--- src/sv/mtas_pkg.sv ---
// Shared types and constants for the multi-turn angle to microstep converter.
// No dependencies; every other file imports this package.
`timescale 1ns / 1ps

package mtas_pkg;

    localparam int ANGLE_W    = 14;
    localparam int TURN_W     = 16;
    localparam int UNW_W      = 31;
    localparam int POS_W      = 32;
    localparam int MICRO_W    = 9;
    localparam int CFG_IDX_W  = 8;
    localparam int CFG_DATA_W = 32;

    localparam logic [CFG_IDX_W-1:0] CFG_MICROSTEPS = 8'd0;
    localparam logic [CFG_IDX_W-1:0] CFG_OFFSET     = 8'd1;

    localparam logic [MICRO_W-1:0] MICROSTEPS_RST = 9'd16;

    // Half a sensor turn; the sensor turn is 2**ANGLE_W counts.
    localparam logic signed [ANGLE_W:0] HALF_TURN = 15'sd8192;

    // Added to a negative product before the shift so the quotient truncates toward zero.
    localparam logic [ANGLE_W-1:0] ROUND_BIAS = 14'h3FFF;

    typedef struct packed {
        logic a_ld;
        logic b_ld;
        logic o_ld;
    } t_pipe_ctl;

endpackage

--- src/sv/mtas_unwrap.sv ---
// Turn counter and first pipeline stage: unwraps each angle sample.
// Depends on mtas_pkg.
`timescale 1ns / 1ps

module mtas_unwrap
    import mtas_pkg::*;
(
    input  logic                     i_clk,
    input  logic                     i_rst_n,
    input  logic                     i_accept,
    input  logic [ANGLE_W-1:0]       i_angle_sample,
    output logic signed [UNW_W-1:0]  o_unwrapped,
    output logic signed [TURN_W-1:0] o_turns
);

    logic [ANGLE_W-1:0]       r_prev_angle;
    logic [TURN_W-1:0]        r_turns;
    logic [TURN_W-1:0]        n_turns;
    logic signed [ANGLE_W:0]  n_diff;
    logic signed [UNW_W-1:0]  r_a_unw;
    logic signed [UNW_W-1:0]  n_a_unw;
    logic signed [TURN_W-1:0] r_a_turns;

    always_comb begin
        n_diff = $signed({1'b0, i_angle_sample}) - $signed({1'b0, r_prev_angle});
        if (n_diff < -HALF_TURN) begin
            n_turns = r_turns + TURN_W'(1);
        end else if (n_diff > HALF_TURN) begin
            n_turns = r_turns - TURN_W'(1);
        end else begin
            n_turns = r_turns;
        end
        n_a_unw = $signed({n_turns[TURN_W-1], n_turns, i_angle_sample});
    end

    always_ff @(posedge i_clk) begin
        if (!i_rst_n) begin
            r_prev_angle <= '0;
            r_turns      <= '0;
        end else if (i_accept) begin
            r_prev_angle <= i_angle_sample;
            r_turns      <= n_turns;
        end
    end

    always_ff @(posedge i_clk) begin
        if (i_accept) begin
            r_a_unw   <= n_a_unw;
            r_a_turns <= $signed(n_turns);
        end
    end

    assign o_unwrapped = r_a_unw;
    assign o_turns     = r_a_turns;

endmodule

--- src/sv/mtas_convert.sv ---
// Scale multiply stage and result register: converts the unwrapped angle to microsteps.
// Depends on mtas_pkg; the stage enables come from the top level.
`timescale 1ns / 1ps

module mtas_convert
    import mtas_pkg::*;
#(
    parameter int SCALE_W = 20
) (
    input  logic                     i_clk,
    input  t_pipe_ctl                i_ctl,
    input  logic signed [UNW_W-1:0]  i_unwrapped,
    input  logic signed [TURN_W-1:0] i_turns,
    input  logic [SCALE_W-1:0]       i_scale,
    input  logic signed [POS_W-1:0]  i_offset,
    output logic signed [POS_W-1:0]  o_motor_position,
    output logic signed [UNW_W-1:0]  o_unwrapped,
    output logic signed [TURN_W-1:0] o_turns
);

    localparam int PROD_W = UNW_W + SCALE_W + 1;

    logic signed [PROD_W-1:0] r_b_prod;
    logic signed [PROD_W-1:0] n_b_prod;
    logic signed [UNW_W-1:0]  r_b_unw;
    logic signed [TURN_W-1:0] r_b_turns;
    logic signed [PROD_W-1:0] n_biased;
    logic signed [POS_W-1:0]  n_pos;
    logic signed [POS_W-1:0]  r_o_pos;
    logic signed [UNW_W-1:0]  r_o_unw;
    logic signed [TURN_W-1:0] r_o_turns;

    always_comb begin
        n_b_prod = PROD_W'(i_unwrapped) * PROD_W'($signed({1'b0, i_scale}));
        n_biased = r_b_prod + (r_b_prod[PROD_W-1] ? $signed(PROD_W'(ROUND_BIAS))
                                                  : $signed(PROD_W'(0)));
        n_pos    = $signed(n_biased[ANGLE_W +: POS_W]) - i_offset;
    end

    always_ff @(posedge i_clk) begin
        if (i_ctl.b_ld) begin
            r_b_prod  <= n_b_prod;
            r_b_unw   <= i_unwrapped;
            r_b_turns <= i_turns;
        end
        if (i_ctl.o_ld) begin
            r_o_pos   <= n_pos;
            r_o_unw   <= r_b_unw;
            r_o_turns <= r_b_turns;
        end
    end

    assign o_motor_position = r_o_pos;
    assign o_unwrapped      = r_o_unw;
    assign o_turns          = r_o_turns;

endmodule

--- src/sv/multiturn_angle_to_microsteps_core.sv ---
// Top level of the multi-turn angle to microstep converter: handshakes and configuration.
// Depends on mtas_pkg, mtas_unwrap and mtas_convert.
`timescale 1ns / 1ps
//
// Each input word carries one 14-bit absolute angle sample. The block keeps the
// previous sample and a 16-bit turn counter, and returns one output word per
// sample: the motor position in microsteps, the unwrapped angle and the turn count.
// The input and output channels use valid and ready; a word moves on an edge where
// both are high. A separate configuration channel writes the microstep multiplier
// (index 0) and the position offset (index 1); it is always ready, and should be
// used only while no sample is in flight.
// A sample accepted at an edge is registered in the unwrap, scale multiply and offset
// subtract stages in turn before its result is valid. Throughput is one sample per cycle
// while the receiver is ready or a stage is free, set by that three-stage pipeline.
// When the receiver stalls, the stages fill up and the input stays ready until no
// stage is left free. Reset clears the turn counter and the previous angle, sets
// the multiplier to 16 and the offset to 0, and empties the pipeline.
//

module multiturn_angle_to_microsteps_core
    import mtas_pkg::*;
#(
    parameter int MOTOR_STEPS_PER_TURN = 200
) (
    input  logic                     i_clk,
    input  logic                     i_rst_n,
    input  logic                     i_in_valid,
    output logic                     o_in_ready,
    input  logic [ANGLE_W-1:0]       i_angle_sample,
    output logic                     o_out_valid,
    input  logic                     i_out_ready,
    output logic signed [POS_W-1:0]  o_motor_position,
    output logic signed [UNW_W-1:0]  o_unwrapped_angle,
    output logic signed [TURN_W-1:0] o_turn_count,
    input  logic                     i_cfg_valid,
    output logic                     o_cfg_ready,
    input  logic [CFG_IDX_W-1:0]     i_cfg_index,
    input  logic [CFG_DATA_W-1:0]    i_cfg_data
);

    localparam int STEPS_W = $clog2(MOTOR_STEPS_PER_TURN + 1);
    localparam int SCALE_W = MICRO_W + STEPS_W;
    localparam logic [SCALE_W-1:0] SCALE_RST =
        SCALE_W'(MICROSTEPS_RST * MOTOR_STEPS_PER_TURN);

    t_pipe_ctl                w_ctl;
    logic                     w_in_fire;
    logic                     w_cfg_fire;
    logic                     r_a_valid;
    logic                     r_b_valid;
    logic                     r_o_valid;
    logic [SCALE_W-1:0]       r_scale;
    logic [SCALE_W-1:0]       n_scale;
    logic signed [POS_W-1:0]  r_offset;
    logic signed [UNW_W-1:0]  w_a_unw;
    logic signed [TURN_W-1:0] w_a_turns;

    always_comb begin
        w_ctl.o_ld = !r_o_valid || i_out_ready;
        w_ctl.b_ld = !r_b_valid || w_ctl.o_ld;
        w_ctl.a_ld = !r_a_valid || w_ctl.b_ld;
        w_in_fire  = i_in_valid && w_ctl.a_ld;
        w_cfg_fire = i_cfg_valid;
        n_scale    = SCALE_W'(i_cfg_data[MICRO_W-1:0]) * SCALE_W'(MOTOR_STEPS_PER_TURN);
    end

    always_ff @(posedge i_clk) begin
        if (!i_rst_n) begin
            r_a_valid <= 1'b0;
            r_b_valid <= 1'b0;
            r_o_valid <= 1'b0;
            r_scale   <= SCALE_RST;
            r_offset  <= '0;
        end else begin
            if (w_ctl.a_ld) begin
                r_a_valid <= w_in_fire;
            end
            if (w_ctl.b_ld) begin
                r_b_valid <= r_a_valid;
            end
            if (w_ctl.o_ld) begin
                r_o_valid <= r_b_valid;
            end
            if (w_cfg_fire && i_cfg_index == CFG_MICROSTEPS) begin
                r_scale <= n_scale;
            end
            if (w_cfg_fire && i_cfg_index == CFG_OFFSET) begin
                r_offset <= $signed(i_cfg_data);
            end
        end
    end

    mtas_unwrap u_unwrap (
        .i_clk          (i_clk),
        .i_rst_n        (i_rst_n),
        .i_accept       (w_in_fire),
        .i_angle_sample (i_angle_sample),
        .o_unwrapped    (w_a_unw),
        .o_turns        (w_a_turns)
    );

    mtas_convert #(
        .SCALE_W (SCALE_W)
    ) u_convert (
        .i_clk            (i_clk),
        .i_ctl            (w_ctl),
        .i_unwrapped      (w_a_unw),
        .i_turns          (w_a_turns),
        .i_scale          (r_scale),
        .i_offset         (r_offset),
        .o_motor_position (o_motor_position),
        .o_unwrapped      (o_unwrapped_angle),
        .o_turns          (o_turn_count)
    );

    assign o_in_ready  = w_ctl.a_ld;
    assign o_out_valid = r_o_valid;
    assign o_cfg_ready = 1'b1;

endmodule

--- config.mk ---
export PLATFORM = sky130hd
export DESIGN_NAME = multiturn_angle_to_microsteps_core
export DESIGN_NICKNAME = d
export VERILOG_FILES = /design/src/sv/mtas_pkg.sv /design/src/sv/mtas_unwrap.sv /design/src/sv/mtas_convert.sv /design/src/sv/multiturn_angle_to_microsteps_core.sv
export SDC_FILE = /design/constraint.sdc
export NUM_CORES = 2
export LEC_CHECK = 0
export ABC_AREA = 1
export BUFFER_PORTS_ARGS = -buffer_cell sky130_fd_sc_hd__buf_2
export CAP_MARGIN = 5
export CORE_MARGIN = 4
export CORE_UTILIZATION = 59
export DETAILED_ROUTE_END_ITERATION = 16
export GPL_ROUTABILITY_DRIVEN = 0
export PLACE_DENSITY = 0.77
export SYNTH_ARGS = -nofsm -noshare
export SYNTH_HDL_FRONTEND = slang
export SYNTH_HIERARCHICAL = 1
export SYNTH_SLANG_ARGS = --single-unit
--- constraint.sdc ---
create_clock -name i_clk -period 18.34 [get_ports i_clk]
set_input_delay 0.917 -clock i_clk [delete_from_list [all_inputs] [get_ports i_clk]]
set_output_delay 0.917 -clock i_clk [all_outputs]
set_load 0.03 [all_outputs]
Yosys cells after proc, flatten, opt, wreduce, memory -nomap -nowiden
Cells that the tools add are included.
{"block": "op_classes", "n_mul": 2, "n_lt_le_gt_ge": 2, "n_eq_ne": 1, "n_addsub": 5, "n_reduce_logical": 10, "muxes": 3}
{"op": "46-bit by 15-bit adder with 46-bit output", "n": 1}
{"op": "30-bit by 15-bit multiplier with 45-bit output", "n": 1}
{"op": "16-bit two-way mux", "n": 2}
{"op": "32-bit subtractor", "n": 1}
{"op": "16-bit by 1-bit adder with 16-bit output, second input constant", "n": 1}
{"op": "16-bit by 1-bit subtractor with 16-bit output, second input constant", "n": 1}
{"op": "15-bit > comparator, second input constant", "n": 1}
{"op": "15-bit by 14-bit less-than comparator with 1-bit output, second input constant", "n": 1}
{"op": "14-bit by 14-bit subtractor with 15-bit output", "n": 1}
{"op": "9-bit by 5-bit multiplier with 14-bit output, second input constant", "n": 1}
{"op": "14-bit two-way mux", "n": 1}
{"op": "8-bit by 1-bit == test with 1-bit output, second input constant", "n": 1}
{"op": "8-bit zero test", "n": 1}
{"op": "1-bit logical AND", "n": 3}
{"op": "1-bit zero test", "n": 3}
{"op": "1-bit logical OR", "n": 3}
{"block": "word_totals", "inputBits": 59, "register_bits": 297, "out_inout_bits": 82}

Logic depth before layout (Yosys ltp)
{"block": "logic_depth", "ltp_word": 5, "ltp_mapped": 28, "ltp_nobuf": 26}

Hierarchy
The synthesis kept the hierarchy.
{"module": "mtas_convert", "n_inst": 1, "area_per_inst_um2": 29573.4, "cells_each": 3855, "seq_area_each_um2": 5195.0}
{"module": "mtas_unwrap", "n_inst": 1, "area_per_inst_um2": 3992.6, "cells_each": 544, "seq_area_each_um2": 1501.4}
{"module": "multiturn_angle_to_microsteps_core", "n_inst": 1, "area_per_inst_um2": 2657.5, "cells_each": 353, "seq_area_each_um2": 980.9}

Least setup slack after synthesis
No wires, ideal clock.
{"block": "synth_path", "path_type": "reg2reg", "start": "register u_unwrap/o_unwrapped[29] (netlist name)", "end": "register u_convert/r_b_prod[48] (netlist name)", "arrival_ns": 5.808, "path_stages_with_launch": 23, "slack_ns": 12.278, "t_required_ns": 18.086, "cell_sequence": "edfxtp_1 -> buf_4 -> clkbuf_1 -> clkbuf_1 -> nand2_1 -> fa_1 -> inv_1 -> fa_1 -> inv_1 -> fa_1 -> fa_1 -> fa_1 -> fa_1 -> inv_1 -> ha_1 -> nand2_1 -> nor2_1 -> nand2_1 -> nor2_1 -> and2_1 -> nand2_1 -> nand4_1 -> nand2_1"}
{"block": "synth_between", "elab_chain_cells": 1}
{"element": "30-bit by 15-bit multiplier with 45-bit output", "line": "mtas_convert.sv:34", "text": "n_b_prod = PROD_W'(i_unwrapped) * PROD_W'($signed({1'b0, i_scale}));"}
{"element": "net u_convert.n_b_prod[48]", "line": "mtas_convert.sv:24", "text": "logic signed [PROD_W-1:0] n_b_prod;"}
The timed path passes the listed nets, and every way through them passes these cells.
A chain may end at the register's enable or synchronous reset.

Final worst setup path
{"block": "layout_path", "start": "register u_unwrap.r_a_unw[19] (netlist: u_unwrap/o_unwrapped[19])", "end": "register u_convert.r_b_prod[24] (data pin)"}
{"block": "layout_between", "elab_chain_cells": 1}
{"element": "start: declaration", "line": "mtas_unwrap.sv:20", "text": "logic signed [UNW_W-1:0] r_a_unw;"}
{"element": "start signal: assignment", "line": "mtas_unwrap.sv:48", "text": "r_a_unw <= n_a_unw;"}
{"element": "30-bit by 15-bit multiplier with 45-bit output", "line": "mtas_convert.sv:34"}
{"element": "net u_convert.n_b_prod[24]", "line": "mtas_convert.sv:24"}
{"element": "end signal: assignment", "line": "mtas_convert.sv:42", "text": "r_b_prod <= n_b_prod;"}
{"element": "end: declaration", "line": "mtas_convert.sv:23", "text": "logic signed [PROD_W-1:0] r_b_prod;"}
The timed path passes the listed nets, and every way through them passes these cells.

==> impl_metrics.tcl <==
set metrics [dict create \
    grt_max_degree 58 \
    cts_max_path_buffers 3 \
    post-place-ws_ns 11.98 \
    fp.dieW_microns 255.8 \
    die-area_sq_um 65420 \
    syn_area_sq_um 36220 \
    holdBufCountCts 0 \
    syn_to_final_growth_pct 6.124 \
    cts_setup_buffers 0 \
    rows 90 \
    n_antenna_cell 0 \
    ir_drop_v 0.0001262 \
    p_total_mw 5.614 \
    worstSetupEndpointType "flop" \
    first_global_vias 30340 \
    clk_pin_slew_ns 0.07 \
    tritoncts "built" \
    setup_slack_ns 11.84 \
    cts_buffers 31 \
    switching_share 0.5358 \
    p_int_mw 2.606 \
    final_cells 5608 \
    antenna_found_initial 0 \
    p_sw_mw 3.008 \
    cts.sinks 282 \
    async_flop_share 0 \
    synth-seq-cells 282 \
    power_density_nw_per_um2 146.0 \
    required_ns 18.64 \
    fin_area_sq_um 38440 \
    synthFlopType "edfxtp_1" \
    worstPathMaxFanout 19 \
    combPwrFrac 0.691 \
    wl_per_cell_microns 16.54 \
    worstSkewPairLatency_ns 0.59 \
    io_buffers 139 \
    gr-usage-all-layers 0.2859 \
    cts.repair.resized 0 \
    drc 0 \
    worstSetupStartpointType "flop" \
    vias 29560 \
    slew_headroom 0.2243 \
    rsz0062_at_grt "false" \
    period_share 0.3547 \
    dr.pass1.iters 6 \
    initial_utilization 0.5979 \
    fmax_mhz 153.7 \
    tightest_slew_ns 1.164 \
    nets 5581 \
    status "finished clean" \
    yosys.area.top_type "fa_1" \
    overflow 0 \
    core_area_sq_um 60580 \
    grt_pass1_wl_mm 152.4 \
    avgSynthCellArea_sq_um 7.623 \
    min-delay-path-class "flop to flop" \
    synth.cells.most_frequent "inv_1, nand2_1, fa_1" \
    setup_violations 0 \
    synth.distinct_cells 52 \
    synth_top_cell_area_share 0.2830 \
    p_seq_frac 0.195 \
    fin_crit_ns 6.504 \
    dp_hpwl_mm 74.02 \
    place_area_sq_um 37420 \
    dp_cells 5551 \
    synth.most_common_cell "inv_1" \
    drive_gt1_frac 0.05926 \
    crit_type "flop to flop" \
    routed_wl_mm 92.77 \
    pin_count 141 \
    antenna_left 0 \
    synthTopCellsByArea "fa_1, edfxtp_1, inv_1" \
    viasPerCell 5.271 \
    synth_warnings 6 \
    slew_viol_final 0 \
    final.setup.tns_ns 0 \
    fp.dieH_microns 255.8 \
    nFillCells 5187 \
    skew_ns 0.02047 \
    drv_cap 0 \
    synth-edff-count 203 \
    hold_viol_final 0 \
    post-route-util 0.6345 \
    p_leak_nw 22.05 \
    hold_ws_ns 0.4152 \
    htree_levels 1 \
    root_buffer "clkbuf_16" \
    drt-initial-drc-count 2514 \
    ys_seq_area_frac 0.2119 \
    crit_arrival_ns 6.80 \
    power_frac_clock 0.114 \
    netlist_instances 4752 \
]
sequential cells by signal (all words and copies together), names as in the netlist:
register and count:
o_out_valid 1, r_a_valid 1, r_b_valid 1, r_offset 32, r_scale 14, u_convert/o_motor_position 32
u_convert/o_turns 16, u_convert/o_unwrapped 31, u_convert/r_b_prod 47, u_convert/r_b_turns 16, u_convert/r_b_unw 31, u_unwrap/o_unwrapped 30
u_unwrap/r_prev_angle 14, u_unwrap/r_turns 16
power groups by stage:
stage               logic [mW]  registers, mW  clock network (mW)
floorplan                 2.66           1.13                   0
global placement          3.70           1.10                   0
detailed placement        3.77           1.10                   0
CTS                       3.79           1.09               0.653
global route              4.35           1.10               0.680
finish                    3.88           1.09               0.641
worst max-delay path, stage by stage, from the launching register on:
cell      delay [ns]
edfxtp_1        1.11
nand2_1         0.10
inv_1           0.13
fa_1            0.41
inv_1           0.10
fa_1            0.41
fa_1            0.52
inv_1           0.06
fa_1            0.50
fa_1            0.55
inv_1           0.06
fa_1            0.56
inv_1           0.05
ha_1            0.36
nand2_1         0.15
inv_1           0.06
a21oi_1         0.29
nand2_1         0.14
inv_1           0.07
nand2_1         0.08
a21oi_1         0.31
xnor2_1         0.20
cells in the final DEF (no fill, tap or decap), types with 40 or more instances in the layout:
cell type	count
a21oi_1	169
buf_2	139
dfxtp_1	79
edfxtp_1	203
fa_1	512
ha_1	208
inv_1	1320
nand2_1	1291
nand3_1	165
nor2_1	283
o21ai_0	80
xor2_1	40
cell type report:
cell class / instances / area (sq um) / share of cell area
Clock inverter: 17 / 201.4 / 0.005240
Timing Repair Buffer: 165 / 890.9 / 0.02317
Multi-Input combinational cell: 2985 / 22850 / 0.5943
Sequential cell: 282 / 7677 / 0.1997
Clock buffer: 40 / 819.5 / 0.02132
Inverter: 1337 / 5027 / 0.1308
Tap cell: 782 / 978.4 / 0.02545
logic make-up after synthesis:
logic type      Yosys count  synth area share
buf+inv                1496            0.1587
compound gates          322           0.04832
other cells               2         0.0002073
flops                   282            0.2119
simple gates           1876            0.2130
fa+ha+maj               720            0.3548
xor+xnor                 54           0.01306
path summary, 6_finish.rpt:
kind	startpoint	endpoint	slack (ns)	cells after the start
hold / removal	u_convert/r_b_unw[21]	u_convert/o_unwrapped[21]	0.42	0
hold reg to reg	u_convert/r_b_unw[21]	u_convert/o_unwrapped[21]	0.42	0
setup / recovery	u_unwrap/o_unwrapped[19]	u_convert/r_b_prod[24]	11.84	21
setup reg to reg	u_unwrap/o_unwrapped[19]	u_convert/r_b_prod[24]	11.84	21
routing by layer:
layer  routed length, microns  part of all wire  global-route usage
met1                    37120              0.40              0.3713
met2                    43910              0.47              0.4830
met3                     6728             0.073             0.03621
met4                     5010             0.054              0.1303
met5                        0                 0                   0
No activity file was read; power rests on OpenSTA's default activity.
